### config.mk
export PLATFORM = sky130hd
export DESIGN_NAME = pcf_pair
export DESIGN_NICKNAME = d
export VERILOG_FILES = /design/src/rtl/core/pcf_pkg.sv /design/src/rtl/core/pcf_pair.sv
export SDC_FILE = /design/constraint.sdc
export NUM_CORES = 2
export LEC_CHECK = 0
export BUFFER_PORTS_ARGS = -buffer_cell sky130_fd_sc_hd__buf_2
export CORE_ASPECT_RATIO = 1.2
export CORE_MARGIN = 2
export CORE_UTILIZATION = 25
export DETAILED_ROUTE_END_ITERATION = 6
export MAX_ROUTING_LAYER = met4
export SYNTH_ARGS = -nofsm -noshare
export SYNTH_HDL_FRONTEND = slang
export SYNTH_SLANG_ARGS = --single-unit
export TNS_END_PERCENT = 50
### constraint.sdc
create_clock -name clock -period 16.56 [get_ports clock]
set_input_delay 1.656 -clock clock [delete_from_list [all_inputs] [get_ports clock]]
set_output_delay 1.656 -clock clock [all_outputs]
set_load 0.01 [all_outputs]
### src/rtl/core/pcf_pkg.sv
package pcf_pkg;

   localparam int PosWidth   = 15;
   localparam int ForceWidth = 24;
   localparam int GainWidth  = 16;
   localparam int IndexWidth = 6;

   localparam logic [GainWidth-1:0]  GainReset = 16'd1000;
   localparam logic [15:0]           MinDist   = 16'd16;
   localparam logic [ForceWidth-1:0] ForceMax  = 24'h7FFFFF;
   localparam logic [ForceWidth-1:0] ForceMin  = 24'h800000;

   typedef struct packed {
      logic [PosWidth-1:0] x;
      logic [PosWidth-1:0] y;
      logic                neg;
   } particle_type;

   typedef struct packed {
      particle_type          part;
      logic [ForceWidth-1:0] fx;
      logic [ForceWidth-1:0] fy;
   } cell_type;

   typedef struct packed {
      logic                  done;
      logic [ForceWidth-1:0] fx;
      logic [ForceWidth-1:0] fy;
   } pair_result_type;

   typedef enum logic [1:0] {
      T_LOAD,
      T_STEP,
      T_WAIT,
      T_EMIT
   } core_state_type;

   typedef enum logic [3:0] {
      P_IDLE,
      P_SQUARE,
      P_SUM,
      P_SQRT,
      P_DQ2,
      P_CUBE,
      P_CHECK,
      P_DIV,
      P_DONE
   } pair_state_type;

   function automatic logic [ForceWidth-1:0] sat_add(logic [ForceWidth-1:0] a,
                                                     logic [ForceWidth-1:0] b);
      logic [ForceWidth:0] s;
      s = {a[ForceWidth-1], a} + {b[ForceWidth-1], b};
      if (s[ForceWidth] != s[ForceWidth-1]) begin
         return s[ForceWidth] ? ForceMin : ForceMax;
      end
      return s[ForceWidth-1:0];
   endfunction

   function automatic logic [ForceWidth-1:0] sat_sub(logic [ForceWidth-1:0] a,
                                                     logic [ForceWidth-1:0] b);
      logic [ForceWidth:0] s;
      s = {a[ForceWidth-1], a} - {b[ForceWidth-1], b};
      if (s[ForceWidth] != s[ForceWidth-1]) begin
         return s[ForceWidth] ? ForceMin : ForceMax;
      end
      return s[ForceWidth-1:0];
   endfunction

endpackage

### src/rtl/core/pcf_pair.sv
module pcf_pair (
   input  logic                     clock,
   input  logic                     reset,
   input  logic                     start,
   input  pcf_pkg::particle_type    pivot,
   input  pcf_pkg::particle_type    head,
   input  logic [15:0]              gain,
   output pcf_pkg::pair_result_type result
);

   pcf_pkg::pair_state_type state_ff, state_in;

   logic [14:0] magx_ff, magy_ff;
   logic        negx_ff, negy_ff;
   logic [29:0] sqx_ff, sqy_ff;
   logic [31:0] val_ff;
   logic [16:0] rem_ff;
   logic [15:0] root_ff;
   logic [4:0]  cnt_ff;
   logic [31:0] dq2_ff;
   logic [46:0] cube_ff;
   logic [30:0] numx_ff, numy_ff;
   logic        bigx_ff, bigy_ff;
   logic [46:0] remx_ff, remy_ff;
   logic [22:0] lowx_ff, lowy_ff;
   logic [22:0] qx_ff, qy_ff;

   logic [15:0] diffx, diffy;
   logic [18:0] sq_trial, sq_rem;
   logic [15:0] dq;
   logic [46:0] numx_w, numy_w;
   logic [47:0] divx_t, divy_t, cube_x;

   always_comb begin
      diffx    = {1'b0, head.x} - {1'b0, pivot.x};
      diffy    = {1'b0, head.y} - {1'b0, pivot.y};
      sq_rem   = {rem_ff, val_ff[31:30]};
      sq_trial = {1'b0, root_ff, 2'b01};
      dq       = (root_ff < pcf_pkg::MinDist) ? pcf_pkg::MinDist : root_ff;
      numx_w   = {numx_ff, 16'b0};
      numy_w   = {numy_ff, 16'b0};
      divx_t   = {remx_ff, lowx_ff[22]};
      divy_t   = {remy_ff, lowy_ff[22]};
      cube_x   = {1'b0, cube_ff};
   end

   always_ff @(posedge clock) begin
      if (reset) begin
         state_ff <= pcf_pkg::P_IDLE;
      end else begin
         state_ff <= state_in;
      end
   end

   always_comb begin
      state_in = state_ff;
      result   = '{done: 1'b0, fx: '0, fy: '0};
      unique case (state_ff)
         pcf_pkg::P_IDLE:   if (start) state_in = pcf_pkg::P_SQUARE;
         pcf_pkg::P_SQUARE: state_in = pcf_pkg::P_SUM;
         pcf_pkg::P_SUM:    state_in = pcf_pkg::P_SQRT;
         pcf_pkg::P_SQRT:   if (cnt_ff == 5'd15) state_in = pcf_pkg::P_DQ2;
         pcf_pkg::P_DQ2:    state_in = pcf_pkg::P_CUBE;
         pcf_pkg::P_CUBE:   state_in = pcf_pkg::P_CHECK;
         pcf_pkg::P_CHECK:  state_in = pcf_pkg::P_DIV;
         pcf_pkg::P_DIV:    if (cnt_ff == 5'd22) state_in = pcf_pkg::P_DONE;
         pcf_pkg::P_DONE: begin
            state_in    = pcf_pkg::P_IDLE;
            result.done = 1'b1;
            if (bigx_ff) begin
               result.fx = negx_ff ? pcf_pkg::ForceMin : pcf_pkg::ForceMax;
            end else begin
               result.fx = negx_ff ? 24'(-{1'b0, qx_ff}) : {1'b0, qx_ff};
            end
            if (bigy_ff) begin
               result.fy = negy_ff ? pcf_pkg::ForceMin : pcf_pkg::ForceMax;
            end else begin
               result.fy = negy_ff ? 24'(-{1'b0, qy_ff}) : {1'b0, qy_ff};
            end
         end
         default: state_in = pcf_pkg::P_IDLE;
      endcase
   end

   always_ff @(posedge clock) begin
      case (state_ff)
         pcf_pkg::P_IDLE: begin
            magx_ff <= diffx[15] ? 15'(-diffx) : diffx[14:0];
            magy_ff <= diffy[15] ? 15'(-diffy) : diffy[14:0];
            negx_ff <= diffx[15] ^ pivot.neg ^ head.neg;
            negy_ff <= diffy[15] ^ pivot.neg ^ head.neg;
         end
         pcf_pkg::P_SQUARE: begin
            sqx_ff <= magx_ff * magx_ff;
            sqy_ff <= magy_ff * magy_ff;
         end
         pcf_pkg::P_SUM: begin
            val_ff  <= {1'b0, {1'b0, sqx_ff} + {1'b0, sqy_ff}};
            rem_ff  <= '0;
            root_ff <= '0;
            cnt_ff  <= '0;
         end
         pcf_pkg::P_SQRT: begin
            val_ff <= {val_ff[29:0], 2'b00};
            cnt_ff <= cnt_ff + 5'd1;
            if (sq_rem >= sq_trial) begin
               rem_ff  <= 17'(sq_rem - sq_trial);
               root_ff <= {root_ff[14:0], 1'b1};
            end else begin
               rem_ff  <= sq_rem[16:0];
               root_ff <= {root_ff[14:0], 1'b0};
            end
         end
         pcf_pkg::P_DQ2: begin
            root_ff <= dq;
            dq2_ff  <= dq * dq;
         end
         pcf_pkg::P_CUBE: begin
            cube_ff <= 47'({16'b0, dq2_ff} * {32'b0, root_ff});
            numx_ff <= gain * magx_ff;
            numy_ff <= gain * magy_ff;
         end
         pcf_pkg::P_CHECK: begin
            bigx_ff <= {23'b0, numx_w} >= {cube_ff, 23'b0};
            bigy_ff <= {23'b0, numy_w} >= {cube_ff, 23'b0};
            remx_ff <= {23'b0, numx_w[46:23]};
            remy_ff <= {23'b0, numy_w[46:23]};
            lowx_ff <= numx_w[22:0];
            lowy_ff <= numy_w[22:0];
            qx_ff   <= '0;
            qy_ff   <= '0;
            cnt_ff  <= '0;
         end
         pcf_pkg::P_DIV: begin
            cnt_ff  <= cnt_ff + 5'd1;
            lowx_ff <= {lowx_ff[21:0], 1'b0};
            lowy_ff <= {lowy_ff[21:0], 1'b0};
            if (divx_t >= cube_x) begin
               remx_ff <= 47'(divx_t - cube_x);
               qx_ff   <= {qx_ff[21:0], 1'b1};
            end else begin
               remx_ff <= divx_t[46:0];
               qx_ff   <= {qx_ff[21:0], 1'b0};
            end
            if (divy_t >= cube_x) begin
               remy_ff <= 47'(divy_t - cube_x);
               qy_ff   <= {qy_ff[21:0], 1'b1};
            end else begin
               remy_ff <= divy_t[46:0];
               qy_ff   <= {qy_ff[21:0], 1'b0};
            end
         end
         default: begin
         end
      endcase
   end

endmodule

Word-level counts from Yosys, hierarchy flattened
Cells that the tools add are included.
Widths: inputs -> output; s select.
{"block": "op_classes", "mux": 30, "bitwise_logic": 4, "multipliers": 6, "addsub": 11, "n_eq_ne": 13, "magnitude_cmp": 6, "reduce_logical": 8}
{"cell": "$pmux 47 s2", "count": 2}
{"cell": "$pmux 23 s2", "count": 4}
{"cell": "$mux 24", "count": 6}
{"cell": "$ge 47x70->1", "count": 2}
{"cell": "$ge 48x47->1", "count": 2}
{"cell": "$mux 47", "count": 2}
{"cell": "$sub 47x47->47", "count": 2}
{"cell": "$pmux 32 s2", "count": 1}
{"cell": "$mul 16x15->31", "count": 2}
{"cell": "$mul 15x15->30", "count": 2}
{"cell": "$mux 49", "count": 1}
{"cell": "$neg 23->24", "count": 2}
{"cell": "$pmux 16 s3", "count": 1}
{"cell": "$mul 32x16->47", "count": 1}
{"cell": "$pmux 17 s2", "count": 1}
{"cell": "$mul 16x16->32", "count": 1}
{"cell": "$pmux 4 s8", "count": 1}
{"cell": "$sub 15x15->16", "count": 2}
{"cell": "$add 30x30->31", "count": 1}
{"cell": "$mux 15", "count": 2}
{"cell": "$neg 15->15", "count": 2}
{"cell": "$ge 19x18->1", "count": 1}
{"cell": "$mux 17", "count": 1}
{"cell": "$sub 17x17->17", "count": 1}
{"cell": "19 further kinds", "count": 35}
{"block": "totals", "register_bits": 495, "word_cells": 101}

Depth between registers and ports, before layout
{"block": "logic_depth", "word_depth": 4, "ltp_mapped": 27, "ltp_nobuf": 25}

Worst setup path before layout
Ideal clock, no wire load.
{"block": "synth_path", "kind": "input port to flip-flop", "startpoint": "input gain[5]", "endpoint": "register numx_ff[28] (data pin)", "path_slack_ns": 8.771, "required_time_ns": 16.299, "setup_time_ns": 0.261, "arrival_ns": 7.528, "path_stages": 21, "cell_sequence": "clkbuf_1 -> nand2_1 -> fa_1 -> inv_1 -> fa_1 -> fa_1 -> inv_1 -> fa_1 -> fa_1 -> inv_1 -> fa_1 -> ha_1 -> and4_1 -> a21oi_1 -> nand2_1 -> o211a_1 -> a41o_1 -> o41a_1 -> a31oi_1 -> nor3_1 -> a311o_1"}
{"block": "synth_via", "elab_chain_len": 1}
{"element": "from (decl)", "line": "pcf_pair.sv:7", "text": "input logic [15:0] gain,"}
{"element": "$mul 16x15->31", "line": "pcf_pair.sv:120", "text": "numx_ff <= gain * magx_ff;"}
{"element": "to (signal assigned)", "line": "pcf_pair.sv:120"}
{"element": "to (decl)", "line": "pcf_pair.sv:22", "text": "logic [30:0] numx_ff, numy_ff;"}
No other way between the ends.
A chain may end at the register's enable or synchronous reset.

Final worst setup path
{"block": "layout_path", "startpoint": "register root_ff[8]", "endpoint": "register dq2_ff[30] (data pin)"}
{"block": "layout_via", "elab_chain_len": 3}
{"element": "from (decl)", "line": "pcf_pair.sv:18", "text": "logic [15:0] root_ff;"}
{"element": "from (signal assigned)", "line": "pcf_pair.sv:108", "text": "root_ff <= {root_ff[14:0], 1'b1};"}
{"element": "from (signal assigned)", "line": "pcf_pair.sv:111", "text": "root_ff <= {root_ff[14:0], 1'b0};"}
{"element": "from (signal assigned)", "line": "pcf_pair.sv:115", "text": "root_ff <= dq;"}
{"element": "$lt 16x5->1", "line": "pcf_pair.sv:39", "text": "dq = (root_ff < pcf_pkg::MinDist) ? pcf_pkg::MinDist : root_ff;"}
{"element": "$mux 16 *", "line": "pcf_pair.sv:39"}
{"element": "$mul 16x16->32 *", "line": "pcf_pair.sv:116", "text": "dq2_ff <= dq * dq;"}
{"element": "to (signal assigned)", "line": "pcf_pair.sv:116"}
{"element": "to (decl)", "line": "pcf_pair.sv:20", "text": "logic [31:0] dq2_ff;"}
Every way passes the cells marked *; elsewhere a longest branch is shown, timed or not.

==> results.py <==
metrics = {
    "setup_path": {
        "cp_max_fo": 16,
        "crit_slowest_cell": "edfxtp_1",
        "cp_common_cell": "fa_1",
        "crit-reg2reg-capture": "dq2_ff[30]",
        "slowest_delay_ps": 990,
        "required_ps": 16990,
        "crit_path_end": "dq2_ff[30]",
        "reg2reg_depth": 22,
        "crit_chain": "clkinv_1, nor2_1, fa_1, inv_1, fa_1, inv_1, fa_1, inv_1, fa_1, inv_1, fa_1, fa_1, ha_1, and3_1, a22oi_1, a21oi_1, a221oi_1, o21ai_0, o311a_1, o21ai_0, a21boi_0, xor2_1",
        "r2r-start": "root_ff[8]",
        "worstSetupPathType": "reg2reg",
        "critical_path_arrival_ps": 8670,
        "cp-end-kind": "register",
        "reg2reg_slack_ps": 8320,
        "crit_path_start_kind": "register",
        "crit_start": "root_ff[8]",
    },
    "drt": {
        "post-route-drc-count": 0,
        "via_per_inst": 4.577,
        "wl_per_cell_um": 16.06,
        "final_antenna_net_count": 0,
        "first_iter_violations": 3091,
        "drt-pass1-iter-count": 6,
        "wirelength_um": 203900,
        "num_vias": 58111,
    },
    "placed_design": {
        "dp_slack_ps": 7966,
        "place_hpwl_um": 154600,
        "io_buffers": 129,
        "gp_congestion": 0.8771,
    },
    "finish": {
        "layout_commonest_cell": "inv_1",
        "nets": 10541,
        "area_delta_synth_final_pct": 9.238,
        "final_cell_mix": "inv_1 (1451), fa_1 (1208), nand2_1 (1143)",
        "drive_gt1_share_pct": 4.466,
        "nFillCells": 33514,
    },
    "cts": {
        "cts_tree": "done",
        "cts_max_level": 2,
        "clk_latency_ps": 690,
        "cts_resized": 0,
        "cts_sinks": 460,
        "path_clk_slew_ps": 60,
        "numCtsBuffers": 58,
        "hold_buffers": 0,
        "cts_root_buf": "clkbuf_16",
        "post_cts_buffers": 0,
        "cts.path.max_buffers": 3,
    },
    "timing": {
        "clock.fmax_mhz": 121.3,
        "fin_setup_tns_ps": 0,
        "max-slew-margin-rel_pct": 21.85,
        "holdWs_ps": 488.4,
        "layout_min_cycle_time_ps": 8242,
        "hold_viol_final": 0,
        "setup_violations": 0,
        "skew_ps": 63.20,
        "tightest_slew_ps": 1158,
        "rsz0062_at_grt": "no",
        "fin_crit_sh_pct": 49.77,
        "drv_slew": 0,
        "setup_ws_ps": 8318,
    },
    "yosys": {
        "ys_seq_elements": 460,
        "synth_top_area_share_pct": 30.75,
        "yosys-top-cells-area": "fa_1 (31%), edfxtp_1 (17%), ha_1 (13%)",
        "synth_cell_types": 82,
        "synth-async-reset-ratio_pct": 0,
        "netlist_area_mm2": 0.07864,
        "synth_ff_type": "edfxtp_1",
        "yosys.area.top_type": "fa_1",
        "syn_area_per_cell_um2": 9.212,
        "synth_edf_count": 456,
        "syn_inst": 8537,
        "yosysWarnings": 0,
        "ys_seq_area_share_pct": 17.51,
    },
    "global_route": {
        "grt_use_total_pct": 13.33,
        "grt_pass1_wl_um": 333100,
        "grt_pass1_vias": 60797,
        "grt_max_degree": 81,
        "grt.overflow.total": 0,
        "antenna_found_initial": 12,
    },
    "job": {
        "cap_violations": 0,
    },
    "die": {
        "dieArea_mm2": 0.3191,
        "die_y_um": 618.4,
        "io_pins": 130,
        "start_util_pct": 25.12,
        "fp-row-count": 225,
        "design.core.area_mm2": 0.3131,
        "die_x_um": 516.0,
    },
    "run_status": {
        "status": "finished, final reports clean",
    },
    "hold_path": {
        "hold_class": "reg2reg",
    },
}
flip-flops by register name, summed over array words and instances, names as in the netlist:
name,cells
bigy_ff,1
remx_ff,47
sqy_ff,29
qx_ff,23
sqx_ff,29
lowy_ff,7
state_ff,4
magy_ff,15
remy_ff,47
cnt_ff,5
val_ff,32
dq2_ff,31
negx_ff,1
bigx_ff,1
qy_ff,23
numx_ff,31
root_ff,16
numy_ff,31
lowx_ff,7
magx_ff,15
cube_ff,47
negy_ff,1
rem_ff,17
Yosys cell counts (all sizes together), types with 91 or more instances:
library cell / instances
inv: 1452
fa: 1208
nand2: 1143
ha: 814
and2: 510
edfxtp: 456
nor2: 428
clkbuf: 365
a21oi: 347
o21ai: 247
xnor2: 241
a21o: 173
xor2: 106
nand3: 91
layout make-up:
cell class | instances | area [um^2] | share of cell area (%)
diodes | 11 | 27.53 | 0.03204
clock buffers | 66 | 1481 | 1.725
clock inverters | 42 | 508.0 | 0.5913
inverters | 1457 | 5469 | 6.366
multi-input cells | 6237 | 58030 | 67.55
flip-flops and latches | 460 | 13770 | 16.03
well taps | 4199 | 5254 | 6.116
repair buffers | 224 | 1359 | 1.582
cells by family (layout without fill, tap and decap cells):
group	count (synthesis)	after routing	synth area share, %
other cells	2	17	0.009550
buf+inv	1844	1789	8.810
simple gates	2592	2592	15.51
xor+xnor	347	347	3.865
mux	41	41	0.5362
compound gates	1229	1229	10.05
fa+ha+maj	2022	2022	43.70
flops	460	460	17.51
layer usage:
layer	GRT usage [%]	routed length, um	vias to the layer above
li1	-	-	27270
met1	16.21	85890	29291
met2	23.27	103200	1262
met3	1.202	8626	288
met4	4.011	6222	0
met5	-	0	-
critical path, delay by kind of cell, from the launching register on:
family / cells / cell delay (ps)
AO/OA/AOI/OAI: 7 / 2100
XOR/XNOR: 1 / 160
adder cells (fa/ha/maj): 7 / 3060
buffers and inverters: 5 / 1010
flip-flops: 1 / 990
AND/OR/NAND/NOR: 2 / 640
worst min-delay path by stage:
| stage | start | to | slack [ps] | depth (start not counted) |
|---|---|---|---|---|
| 2_1_floorplan | lowx_ff[16] | lowx_ff[17] | 480 | 2 |
| 3_3_place_gp | lowx_ff[19] | lowx_ff[20] | 490 | 2 |
| 3_5_place_dp | lowx_ff[18] | lowx_ff[19] | 500 | 2 |
| 4_1_cts | val_ff[29] | val_ff[31] | 490 | 1 |
| 5_1_grt | val_ff[29] | val_ff[31] | 510 | 1 |
| 6_report | val_ff[29] | val_ff[31] | 490 | 1 |
stage by stage:
step	util, %	cells	cell area, um^2
global placement	26.80	12577	83890
detailed placement	26.80	12577	83890
finish	27.44	12696	85900
floorplan	-	8541	78650
CTS	27.43	12685	85880
global route	27.44	12695	85900
Power is not shown: default switching activity piles up to over one toggle a cycle in this logic, so the estimate is an artifact.
